**config.mk**
```make
export PLATFORM = sky130hd
export DESIGN_NAME = page_read_range_coalescer_unit
export DESIGN_NICKNAME = d
export VERILOG_FILES = /design/src/rtl/prcc_pkg.sv /design/src/rtl/page_read_range_coalescer_unit.sv /design/src/rtl/prcc_fifo.sv /design/src/rtl/prcc_front.sv /design/src/rtl/prcc_back.sv
export SDC_FILE = /design/constraint.sdc
export NUM_CORES = 2
export LEC_CHECK = 0
export BUFFER_PORTS_ARGS = -buffer_cell sky130_fd_sc_hd__buf_4
export CORE_ASPECT_RATIO = 0.7
export CORE_MARGIN = 2
export CORE_UTILIZATION = 55
export CTS_BUF_LIST = sky130_fd_sc_hd__clkbuf_16
export CTS_CLUSTER_DIAMETER = 30
export CTS_CLUSTER_SIZE = 8
export DETAILED_ROUTE_END_ITERATION = 8
export PLACE_DENSITY = 0.73
export SETUP_SLACK_MARGIN = 0.05
export SYNTH_ARGS = -nofsm -noshare
export SYNTH_HDL_FRONTEND = slang
export SYNTH_SLANG_ARGS = --single-unit
```
**constraint.sdc**
```tcl
create_clock -name i_clk -period 12.4 [get_ports i_clk]
set_input_delay 0 -clock i_clk [delete_from_list [all_inputs] [get_ports i_clk]]
set_output_delay 0 -clock i_clk [all_outputs]
set_load 0.1 [all_outputs]
```
**src/rtl/prcc_pkg.sv**
```systemverilog
`default_nettype none
package prcc_pkg;

    localparam int PRCC_PAGE_BYTES = 4096;
    localparam int PRCC_SLOT_BYTES = 64 * 1024;
    localparam int PRCC_BATCH_MAX  = 65536;

    localparam int ROW_ID_W = 40;
    localparam int ROWS_W   = 41;
    localparam int OFFSET_W = 43;
    localparam int BYTE_W   = 44;   // byte addresses up to and including 2^43
    localparam int LENGTH_W = 29;
    localparam int POS_W    = 16;
    localparam int COUNT_W  = 17;
    localparam int CFG_IDX_W = 2;

    localparam logic [ROWS_W-1:0]   COLUMN_ROWS_RESET = '0;
    localparam logic [LENGTH_W-1:0] MAX_RANGE_RESET   = LENGTH_W'(8 << 20);

    localparam int MID_DEPTH = 2;
    localparam int OUT_DEPTH = 4;

    typedef enum logic [CFG_IDX_W-1:0] {
        CFG_COLUMN_ROWS = 2'd0,
        CFG_MAX_RANGE   = 2'd1
    } t_cfg_idx;

    // One classified row: its page-aligned, clipped span and batch bookkeeping.
    typedef struct packed {
        logic [OFFSET_W-1:0] pbeg;
        logic [BYTE_W-1:0]   pend;
        logic [POS_W-1:0]    pos;
        logic                last;
    } t_span;

    typedef struct packed {
        logic [OFFSET_W-1:0] byte_offset;
        logic [LENGTH_W-1:0] byte_length;
        logic [POS_W-1:0]    first_position;
        logic [COUNT_W-1:0]  rows_covered;
        logic                fits_slot;
        logic                final_range;
    } t_range;

endpackage
`default_nettype wire

```
**src/rtl/page_read_range_coalescer_unit.sv**
```systemverilog
`default_nettype none
// Channel   Direction  Transfer when              Payload
// input     in         push & !full               i_row_id, i_batch_end
// result    out        pop & !empty               o_byte_offset .. o_final_range
// config    in         i_cfg_valid & o_cfg_ready  i_cfg_index, i_cfg_data
//
// One row id per cycle sustained while the back is not held. The front classifies
// a row in the cycle it is taken and writes it into a two-entry queue; the back
// folds one queued row per cycle into the open range and may write up to two
// ranges into a four-entry result queue. A range passes through the middle queue
// and the result queue before it shows on the result ports. The back holds while
// the result queue has fewer than two free entries; full rises when the middle
// queue fills. Reset is synchronous, empties both queues and closes the open range.
module page_read_range_coalescer_unit #(
    parameter int PAGE_BYTES = prcc_pkg::PRCC_PAGE_BYTES,
    parameter int SLOT_BYTES = prcc_pkg::PRCC_SLOT_BYTES,
    parameter int BATCH_MAX  = prcc_pkg::PRCC_BATCH_MAX
) (
    input  wire logic                           i_clk,
    input  wire logic                           i_rst_n,
    input  wire logic                           push,
    output logic                                full,
    input  wire logic [prcc_pkg::ROW_ID_W-1:0]  i_row_id,
    input  wire logic                           i_batch_end,
    output logic                                empty,
    input  wire logic                           pop,
    output logic [prcc_pkg::OFFSET_W-1:0]       o_byte_offset,
    output logic [prcc_pkg::LENGTH_W-1:0]       o_byte_length,
    output logic [prcc_pkg::POS_W-1:0]          o_first_position,
    output logic [prcc_pkg::COUNT_W-1:0]        o_rows_covered,
    output logic                                o_fits_slot,
    output logic                                o_final_range,
    input  wire logic                           i_cfg_valid,
    output logic                                o_cfg_ready,
    input  wire logic [prcc_pkg::CFG_IDX_W-1:0] i_cfg_index,
    input  wire logic [prcc_pkg::ROWS_W-1:0]    i_cfg_data
);
    import prcc_pkg::*;

    logic [ROWS_W-1:0]   r_column_rows;
    logic [LENGTH_W-1:0] r_max_range;

    logic   take_in;
    t_span  front_span;
    logic   mid_empty;
    t_span  mid_span;
    logic   back_take;
    logic   out_room2;
    logic   out_wr0, out_wr1;
    t_range rec0, rec1;
    t_range head;

    assign o_cfg_ready = 1'b1;

    always_ff @(posedge i_clk) begin
        if (!i_rst_n) begin
            r_column_rows <= COLUMN_ROWS_RESET;
            r_max_range   <= MAX_RANGE_RESET;
        end else if (i_cfg_valid) begin
            unique case (t_cfg_idx'(i_cfg_index))
                CFG_COLUMN_ROWS: r_column_rows <= i_cfg_data;
                CFG_MAX_RANGE:   r_max_range   <= i_cfg_data[LENGTH_W-1:0];
                default: ;  // unknown index: drop
            endcase
        end
    end

    assign take_in = push & ~full;

    prcc_front #(
        .PAGE_BYTES (PAGE_BYTES),
        .BATCH_MAX  (BATCH_MAX)
    ) u_front (
        .i_clk         (i_clk),
        .i_rst_n       (i_rst_n),
        .i_take        (take_in),
        .i_row_id      (i_row_id),
        .i_batch_end   (i_batch_end),
        .i_column_rows (r_column_rows),
        .o_span        (front_span)
    );

    prcc_fifo #(
        .W     ($bits(t_span)),
        .DEPTH (MID_DEPTH)
    ) u_mid (
        .i_clk   (i_clk),
        .i_rst_n (i_rst_n),
        .i_wr0   (take_in),
        .i_wr1   (1'b0),
        .i_din0  (front_span),
        .i_din1  ('0),
        .o_full  (full),
        .o_room2 (),
        .i_rd    (back_take),
        .o_empty (mid_empty),
        .o_dout  (mid_span)
    );

    prcc_back #(
        .SLOT_BYTES (SLOT_BYTES),
        .BATCH_MAX  (BATCH_MAX)
    ) u_back (
        .i_clk       (i_clk),
        .i_rst_n     (i_rst_n),
        .i_valid     (~mid_empty),
        .i_span      (mid_span),
        .o_take      (back_take),
        .i_max_range (r_max_range),
        .i_room2     (out_room2),
        .o_wr0       (out_wr0),
        .o_wr1       (out_wr1),
        .o_rec0      (rec0),
        .o_rec1      (rec1)
    );

    prcc_fifo #(
        .W     ($bits(t_range)),
        .DEPTH (OUT_DEPTH)
    ) u_out (
        .i_clk   (i_clk),
        .i_rst_n (i_rst_n),
        .i_wr0   (out_wr0),
        .i_wr1   (out_wr1),
        .i_din0  (rec0),
        .i_din1  (rec1),
        .o_full  (),
        .o_room2 (out_room2),
        .i_rd    (pop),
        .o_empty (empty),
        .o_dout  (head)
    );

    assign o_byte_offset    = head.byte_offset;
    assign o_byte_length    = head.byte_length;
    assign o_first_position = head.first_position;
    assign o_rows_covered   = head.rows_covered;
    assign o_fits_slot      = head.fits_slot;
    assign o_final_range    = head.final_range;
endmodule
`default_nettype wire

```
**src/rtl/prcc_fifo.sv**
```systemverilog
`default_nettype none
module prcc_fifo #(
    parameter int W     = 8,
    parameter int DEPTH = 4
) (
    input  wire logic         i_clk,
    input  wire logic         i_rst_n,
    input  wire logic         i_wr0,
    input  wire logic         i_wr1,
    input  wire logic [W-1:0] i_din0,
    input  wire logic [W-1:0] i_din1,
    output logic              o_full,
    output logic              o_room2,
    input  wire logic         i_rd,
    output logic              o_empty,
    output logic [W-1:0]      o_dout
);
    // DEPTH is a power of two so the pointers wrap on their own.
    localparam int AW = (DEPTH > 1) ? $clog2(DEPTH) : 1;
    localparam int CW = $clog2(DEPTH + 1);

    logic [W-1:0]  r_mem [DEPTH];
    logic [AW-1:0] r_wp, r_rp;
    logic [CW-1:0] r_cnt;
    logic          rd_ok;
    logic [CW-1:0] wr_n;

    assign o_empty = (r_cnt == '0);
    assign o_full  = (r_cnt == CW'(DEPTH));
    assign o_room2 = (r_cnt <= CW'(DEPTH - 2));
    assign o_dout  = r_mem[r_rp];
    assign rd_ok   = i_rd & ~o_empty;
    assign wr_n    = CW'(i_wr0) + CW'(i_wr1);

    // The second write lands behind the first; it is used only together with it.
    always_ff @(posedge i_clk) begin
        if (i_wr0) begin
            r_mem[r_wp] <= i_din0;
        end
        if (i_wr1) begin
            r_mem[r_wp + AW'(1)] <= i_din1;
        end
    end

    always_ff @(posedge i_clk) begin
        if (!i_rst_n) begin
            r_wp  <= '0;
            r_rp  <= '0;
            r_cnt <= '0;
        end else begin
            r_wp  <= r_wp + AW'(wr_n);
            r_rp  <= r_rp + AW'(rd_ok);
            r_cnt <= r_cnt + wr_n - CW'(rd_ok);
        end
    end
endmodule
`default_nettype wire

```
**src/rtl/prcc_front.sv**
```systemverilog
`default_nettype none
module prcc_front #(
    parameter int PAGE_BYTES = 4096,
    parameter int BATCH_MAX  = 65536
) (
    input  wire logic                          i_clk,
    input  wire logic                          i_rst_n,
    input  wire logic                          i_take,
    input  wire logic [prcc_pkg::ROW_ID_W-1:0] i_row_id,
    input  wire logic                          i_batch_end,
    input  wire logic [prcc_pkg::ROWS_W-1:0]   i_column_rows,
    output prcc_pkg::t_span                    o_span
);
    import prcc_pkg::*;

    localparam int BP_W = $clog2(BATCH_MAX);
    localparam logic [BYTE_W-1:0] PAGE_MASK = ~BYTE_W'(PAGE_BYTES - 1);

    logic [BP_W-1:0]     r_pos;
    logic [BP_W-1:0]     n_pos;
    logic [OFFSET_W-1:0] off;
    logic [OFFSET_W-1:0] pbeg;
    logic [BYTE_W-1:0]   pend_raw;
    logic [BYTE_W-1:0]   pend_clip;
    logic [BYTE_W-1:0]   col_limit;
    logic                last;

    assign off       = {i_row_id, 3'b000};
    assign pbeg      = off & OFFSET_W'(PAGE_MASK);
    assign pend_raw  = (BYTE_W'(off) + BYTE_W'(8 + PAGE_BYTES - 1)) & PAGE_MASK;
    assign col_limit = {i_column_rows, 3'b000};

    // Clip at the column end; a row past the end becomes an empty span.
    always_comb begin
        pend_clip = (pend_raw > col_limit) ? col_limit : pend_raw;
        if (pend_clip < BYTE_W'(pbeg)) begin
            pend_clip = BYTE_W'(pbeg);
        end
    end

    // An overlong batch is cut at its last allowed position.
    assign last  = i_batch_end | (r_pos == BP_W'(BATCH_MAX - 1));
    assign n_pos = last ? '0 : r_pos + BP_W'(1);

    always_comb begin
        o_span.pbeg = pbeg;
        o_span.pend = pend_clip;
        o_span.pos  = POS_W'(r_pos);
        o_span.last = last;
    end

    always_ff @(posedge i_clk) begin
        if (!i_rst_n) begin
            r_pos <= '0;
        end else if (i_take) begin
            r_pos <= n_pos;
        end
    end
endmodule
`default_nettype wire

```
**src/rtl/prcc_back.sv**
```systemverilog
`default_nettype none
module prcc_back #(
    parameter int SLOT_BYTES = 65536,
    parameter int BATCH_MAX  = 65536
) (
    input  wire logic                          i_clk,
    input  wire logic                          i_rst_n,
    input  wire logic                          i_valid,
    input  wire prcc_pkg::t_span               i_span,
    output logic                               o_take,
    input  wire logic [prcc_pkg::LENGTH_W-1:0] i_max_range,
    input  wire logic                          i_room2,
    output logic                               o_wr0,
    output logic                               o_wr1,
    output prcc_pkg::t_range                   o_rec0,
    output prcc_pkg::t_range                   o_rec1
);
    import prcc_pkg::*;

    localparam int CNT_W = $clog2(BATCH_MAX + 1);

    logic                r_open;
    logic [OFFSET_W-1:0] r_off;
    logic [LENGTH_W-1:0] r_len;
    logic [BYTE_W-1:0]   r_end;
    logic [POS_W-1:0]    r_first;
    logic [CNT_W-1:0]    r_cnt;

    logic [OFFSET_W-1:0] n_off;
    logic [LENGTH_W-1:0] n_len;
    logic [BYTE_W-1:0]   n_end;
    logic [POS_W-1:0]    n_first;
    logic [CNT_W-1:0]    n_cnt;

    logic [BYTE_W:0]     diff;
    logic                merge;
    logic                closed;
    t_range              rec_closed;
    t_range              rec_flush;

    assign o_take = i_valid & i_room2;

    // Span end relative to the open start; the top bit is the borrow.
    assign diff  = {1'b0, i_span.pend} - {2'b00, r_off};
    assign merge = r_open & (BYTE_W'(i_span.pbeg) <= r_end) & ~diff[BYTE_W]
                 & (diff[BYTE_W-1:0] <= BYTE_W'(i_max_range));
    assign closed = r_open & ~merge;

    always_comb begin
        if (merge) begin
            n_off   = r_off;
            n_first = r_first;
            n_cnt   = r_cnt + CNT_W'(1);
            if (i_span.pend > r_end) begin
                n_len = diff[LENGTH_W-1:0];
                n_end = i_span.pend;
            end else begin
                n_len = r_len;
                n_end = r_end;
            end
        end else begin
            n_off   = i_span.pbeg;
            n_len   = LENGTH_W'(i_span.pend - BYTE_W'(i_span.pbeg));
            n_end   = i_span.pend;
            n_first = i_span.pos;
            n_cnt   = CNT_W'(1);
        end
    end

    always_comb begin
        rec_closed.byte_offset    = r_off;
        rec_closed.byte_length    = r_len;
        rec_closed.first_position = r_first;
        rec_closed.rows_covered   = COUNT_W'(r_cnt);
        rec_closed.fits_slot      = (r_len <= LENGTH_W'(SLOT_BYTES));
        rec_closed.final_range    = 1'b0;

        rec_flush.byte_offset     = n_off;
        rec_flush.byte_length     = n_len;
        rec_flush.first_position  = n_first;
        rec_flush.rows_covered    = COUNT_W'(n_cnt);
        rec_flush.fits_slot       = (n_len <= LENGTH_W'(SLOT_BYTES));
        rec_flush.final_range     = 1'b1;
    end

    // The closed range goes ahead of the flushed one.
    assign o_wr0  = o_take & (closed | i_span.last);
    assign o_wr1  = o_take & closed & i_span.last;
    assign o_rec0 = closed ? rec_closed : rec_flush;
    assign o_rec1 = rec_flush;

    always_ff @(posedge i_clk) begin
        if (o_take) begin
            r_off   <= n_off;
            r_len   <= n_len;
            r_end   <= n_end;
            r_first <= n_first;
            r_cnt   <= n_cnt;
        end
    end

    always_ff @(posedge i_clk) begin
        if (!i_rst_n) begin
            r_open <= 1'b0;
        end else if (o_take) begin
            r_open <= ~i_span.last;
        end
    end
endmodule
`default_nettype wire
```
Word level (Yosys, flattened, before mapping)
Memory sizes are Yosys's and may differ from the RTL's. A register that Yosys moved wholly into a read port is not among the register bits.
Cells that the tools add are included.
{"block": "classes", "add_sub_neg": 15, "multipliers": 0, "div": 0, "order_cmp": 8, "n_eq_ne": 4, "shifts": 0, "mux": 19, "bitwise": 19, "n_reduce_logical": 6}
{"cell": "two-way mux 44 bit", "count": 4}
{"cell": "two-way mux 107 bit", "count": 1}
{"cell": "> comparator 44 bit", "count": 2}
{"cell": "<= comparator 29 x 17 -> 1 bit, second input constant", "count": 2}
{"cell": "two-way mux 29 bit", "count": 2}
{"cell": "subtractor 44 x 43 -> 45 bit", "count": 1}
{"cell": "adder 43 x 13 -> 44 bit, second input constant", "count": 1}
{"cell": "<= comparator 43 x 44 -> 1 bit", "count": 1}
{"cell": "<= comparator 44 x 29 -> 1 bit", "count": 1}
{"cell": "< comparator 44 x 43 -> 1 bit", "count": 1}
{"cell": "two-way mux 43 bit", "count": 1}
{"cell": "two-way mux 16 bit", "count": 2}
{"cell": "subtractor 29 bit", "count": 1}
{"cell": "adder 17 x 1 -> 17 bit, second input constant", "count": 1}
{"cell": "two-way mux 17 bit", "count": 1}
{"cell": "adder 16 x 1 -> 16 bit, second input constant", "count": 1}
{"cell": "== test 16 bit, second input constant", "count": 1}
{"cell": "bitwise AND 1 bit", "count": 11}
{"cell": "two-way mux 1 bit", "count": 7}
{"cell": "NOT 1 bit", "count": 6}
{"cell": "AND reduction 2 bit", "count": 3}
{"cell": "adder 2 x 1 -> 2 bit", "count": 2}
{"cell": "logical NOT 2 bit", "count": 2}
{"cell": "adder 3 bit", "count": 1}
{"cell": "13 further kinds", "count": 15}
{"block": "word_totals", "register_bits": 247, "latchBits": 0, "ramBits": 612, "rom_bits": 0, "input_bits": 89, "out_inout_bits": 110, "elab_cells": 88, "n_memories": 2}
{"memory": "u_out.r_mem", "words": 4, "word_bits": 107, "rd": 1, "rd_clocked_by_memory_dff": 1, "wr": 2, "line": "prcc_fifo.sv:22", "rtl": "logic [W-1:0] r_mem [DEPTH];"}
{"memory": "u_mid.r_mem", "words": 2, "word_bits": 92, "rd": 1, "rd_clocked_by_memory_dff": 1, "wr": 1, "line": "prcc_fifo.sv:22"}

Longest topological paths before layout
{"block": "logic_depth", "word_depth": 11, "mapped_depth": 35, "ltp_nobuf": 31}

Modules after synthesis
From an unflattened synthesis, not the netlist that was laid out.
{"block": "hier_totals", "cells_unflattened": 4164, "area_unflattened_um2": 54517.3}
{"mod": "prcc_fifo at u_out", "instances": 1, "cells_each": 1082, "area_per_inst_um2": 21167.8, "seq_area_each_um2": 12992.5}
{"mod": "prcc_back", "instances": 1, "cells_each": 1667, "area_per_inst_um2": 15621.2, "seq_area_each_um2": 4494.3}
{"mod": "prcc_fifo at u_mid", "instances": 1, "cells_each": 585, "area_per_inst_um2": 10441.3, "seq_area_each_um2": 6346.1}
{"mod": "prcc_front", "instances": 1, "cells_each": 551, "area_per_inst_um2": 4521.8, "seq_area_each_um2": 320.3}
{"mod": "page_read_range_coalescer_unit", "instances": 1, "cells_each": 279, "area_per_inst_um2": 2765.2, "seq_area_each_um2": 1401.3}

Worst setup path before layout
Ideal clock, no wire load.
{"block": "synth_timing", "path_type": "register to register", "start": "register with a tool-made name", "end": "memory u_out.r_mem[1][100] in the netlist's numbering, enable pin", "setup_time_ps": 460, "arrival_time_ps": 8874, "t_required_ps": 11940, "path_slack_ps": 3066, "stages_incl_launch_ff": 28, "n_path_buf": 8, "period_less_slack_ps": 9334, "cell_sequence": "dfxtp_1 clkbuf_1 buf_1 buf_1 clkbuf_1 clkbuf_1 mux2_2 ha_1 clkbuf_1 nand4_1 nor2_1 or4b_1 o22a_1 o21bai_1 xor2_1 ha_1 nand4_1 a2111oi_0 nor4_1 o21ai_0 nor4b_1 and4_1 and4_1 buf_2 nor4b_4 nor2_1 buf_2 inv_1"}
{"element": "end, declared", "line": "prcc_fifo.sv:22"}

==> Implementation_results.wiki <==
{| class="wikitable"
! Metric !! Value
|-
| Status || completed
|-
| Worst Path Max Fanout || 53
|-
| Commonest non-fill, non-tap cell in the layout || edfxtp_1
|-
| Synthesis Warnings || 0
|-
| Num CTS Buffers || 150
|-
| H-Tree Depth || 4
|-
| Remaining global-route overflow || 0
|-
| Class of the most critical hold timing path || primary input to register
|-
| Vias after detailed routing || 35400
|-
| Max-cap violations || 0
|-
| TritonCTS clock tree || yes
|-
| Static power due to leakage || 20.7 nW
|-
| Cell area after placement || around 49000 um^2
|-
| Predominant post-synthesis flop cell || edfxtp_1
|-
| Post-route fraction of the period consumed by the critical path || 0.832
|-
| Fraction of final layout cells with drive strength greater than 1 || 0.165
|-
| Antenna violations before repair || 1
|-
| Die Outline Area || ~87000 um^2
|-
| Post-CTS setup repair buffer count || 0
|-
| Final setup violation count || 0
|-
| Maximum resistive drop on vdd || 0.301 mV
|-
| Final Instance Area || 54800 um^2
|-
| Flop pwr share || 0.282
|-
| Top-level port count || between 150 and 200
|-
| Clock sinks || 851
|-
| Power density over the cells || 278 nW/um^2
|-
| Commonest non-fill, non-tap cells in the layout || 748 x edfxtp_1, 470 x nand2_1, 375 x inv_1
|-
| Largest net degree at the start of global routing || 85
|-
| Die height || between 200 and 250 um
|-
| Clock slew at reported path FFs || 50 ps
|-
| Row Count || 88
|-
| Post-route ant nets || 0
|-
| Initial DRT Pass Iterations || 6
|-
| Synthesis-to-layout area growth || 18.3%
|-
| Core footprint || 82900 um^2
|-
| Startpoint types || register
|-
| Count of placed standard cells in the final layout, fillers left out || 5647
|-
| Data arrival time of the critical path || between 10000 and 15000 ps
|-
| Via count of the first global-routing pass || 33500
|-
| Fraction of synthesis flops using an asynchronous set or reset pin || 0
|-
| Setup tns final || 0 ps
|-
| Hpwl dp || 88.6 mm
|-
| RSZ-0062 raised after global routing || no
|-
| Count of unique library cells instantiated by Yosys || 92
|-
| Final routed wire length divided by cell count || 24.1 um
|-
| Cell area after synthesis || 46300 um^2
|-
| Actual slew at the worst max-slew pin || 1160 ps
|-
| Final Skew || 43.4 ps
|-
| Clock insertion delay at the later pin of the skew report || 750 ps
|-
| GRT Total Usage || 0.314
|-
| Nets in the synthesized netlist || around 4400
|-
| Final Hold Violating Endpoints || 0
|-
| Total of buffers placed on input and output ports || 188
|-
| Maximum root-to-sink buffer count || 3
|-
| Post-layout minimum cycle time || 10320 ps
|-
| Highest attainable clock frequency || 0.0969 GHz
|-
| Count of flip-flops with a built-in enable after synthesis || 748
|-
| Cell count after placement || ~5300
|-
| Avg Cell Area, Syn || 11.3 um^2
|-
| Fraction of power spent switching nets || 0.445
|-
| Number of design-rule violations left by the first detailed-router iteration || 5145
|-
| Starting utilization of the core area || 0.558
|-
| Crit. End Element || register
|-
| Number of remaining DRC errors || 0
|-
| Root cell of the clock tree || clkbuf_16
|-
| Via-to-Cell Ratio || 6.26
|-
| Cell-internal power || 8.46 mW
|-
| Switching power || 6.78 mW
|-
| Data required time of the critical path || 12850 ps
|-
| Synthesized netlist cell count || 4108
|-
| Chip width || 351 um
|-
| Headroom to the max-slew limit || 0.229
|-
| RePlAce Congestion || 0.970
|-
| Cells traversed along the worst timing path || buf_4 -> mux2_2 -> ha_1 -> nand4_1 -> nor2_1 -> nand3_1 -> o21ai_0 -> a31oi_1 -> o311ai_0 -> xor2_1 -> ha_1 -> nand3_1 -> nor4_1 -> nor2_1 -> o311ai_0 -> o21ai_0 -> nor4b_1 -> and4_1 -> nand4_1 -> nand2_1 -> nor2_1 -> a21oi_4 -> buf_4 -> o21ai_0
|-
| Final wirelength || 136 mm
|-
| Share of power burned in combinational logic || 0.462
|-
| Fraction of the yosys area taken by sequential cells || 0.530
|-
| Post-CTS resize count || 0
|-
| Diode insertion count for antenna repair || 0
|-
| Nets || 4725
|-
| Portion of total power attributed to the clock network || 0.256
|-
| Kind of critical path || register to register
|-
| Flip-flop and latch count after synthesis || ~850
|-
| Number of pins with negative max-slew slack in the final report || 0
|-
| Highest cell delay on the worst timing path || 890 ps
|-
| Wire length of the first global-routing pass || around 210 mm
|-
| Standard cell with the maximum stage delay on the critical path || nand2_1
|}
layout make-up:
type / instances / area [um^2]
clock buffers: 153 / 3830
clock inverters: 120 / 988
fillers: 6071 / 28100
inverters: 324 / 1230
multi-input cells: 2710 / 19700
flip-flops and latches: 851 / 24500
well taps: 1125 / 1410
repair buffers: 364 / 3040
kinds of logic (layout without fill, tap and decap cells):
group | after synthesis | in the layout | share of synthesized area
compound gates | 899 | 899 | 0.120
other cells | 1 | 1 | 0.0000810
xor+xnor | 111 | 111 | 0.0215
buf+inv | 547 | 961 | 0.0462
flops | 851 | 851 | 0.530
fa+ha+maj | 235 | 235 | 0.0639
mux | 336 | 336 | 0.105
simple gates | 1128 | 1128 | 0.114
power groups by stage:
stage / clock, mW / combinational, mW / sequential (mW)
after floorplan: 0 / 5.10 / 4.16
after global placement: 0 / 6.79 / 4.30
after detailed placement: 0 / 6.84 / 4.32
after CTS: 3.93 / 6.92 / 4.28
after global routing: 4.07 / 7.46 / 4.35
final: 3.91 / 7.04 / 4.30
path summary, 6_finish.rpt:
path,to,start,depth (start not counted),slack [ps]
max reg2reg,u_out.r_mem[2][28],register,24,2080
min reg2reg,u_out.r_mem[0][0],u_out.r_mem[0][0],2,450
max,u_out.r_mem[2][28],register,24,2080
min,u_mid.r_mem[1][70],i_row_id[18],2,50
state kept, by name, indices dropped and copies added, names as in the netlist, 2 cells and up, named ones only:
signal          flops
r_column_rows      41
r_max_range        29
u_back.r_cnt       17
u_back.r_end       41
u_back.r_first     16
u_back.r_len       29
u_back.r_off       43
u_front.r_pos      16
u_mid.r_cnt         2
u_mid.r_mem       178
u_out.r_cnt         3
u_out.r_mem       428
u_out.r_rp          2
u_out.r_wp          2
cell usage after synthesis, drive strengths merged (77+ instances only):
cell / number / area [um^2]
a21oi: 246 / 1240
mux2: 141 / 1590
dfxtp: 103 / 2060
inv: 324 / 1220
edfxtp: 748 / 22500
nor2: 244 / 931
clkbuf: 165 / 629
xnor2: 77 / 674
ha: 233 / 2920
nand3: 121 / 606
mux4: 107 / 2410
nand2: 472 / 1770
o22ai: 149 / 932
o21ai: 227 / 1140
mux2i: 88 / 881
routing by layer:
layer / global-route usage / routed length [um] / vias to the layer above
met3: 0.0702 / 15300 / 278
met2: 0.468 / 60300 / 2127
li1: - / - / 15900
met1: 0.455 / 56500 / 17100
met5: 0 / 13 / -
met4: 0.108 / 4010 / 2
worst max-delay path: cells and delay by family, from the launching register on:
family | cells | cell delay, ps
AND/OR/NAND/NOR | 11 | 3660
adder cells (fa/ha/maj) | 2 | 700
XOR/XNOR | 1 | 400
multiplexers | 1 | 460
flip-flops | 1 | 750
AO/OA/AOI/OAI | 7 | 2560
buffers and inverters | 2 | 1390
timing repair:
item                                    4_1_cts  5_1_grt
hold buffers                                124        0
endpoints found under the hold margin       219        0
endpoints found under the setup margin        0        0
through the flow:
step | utilization | hold WS, ps | worst slack, ps | power [mW]
after floorplan | - | 98.9 | 3070 | 9.26
after global placement | 0.588 | 214 | 2460 | 11.1
after detailed placement | 0.588 | 216 | 2400 | 11.2
after CTS | 0.661 | 5.67 | 2300 | 15.1
after global routing | 0.661 | 37.1 | 1500 | 15.9
final | 0.661 | 45.3 | 2080 | 15.2
Power figures use the tool's default switching activity.
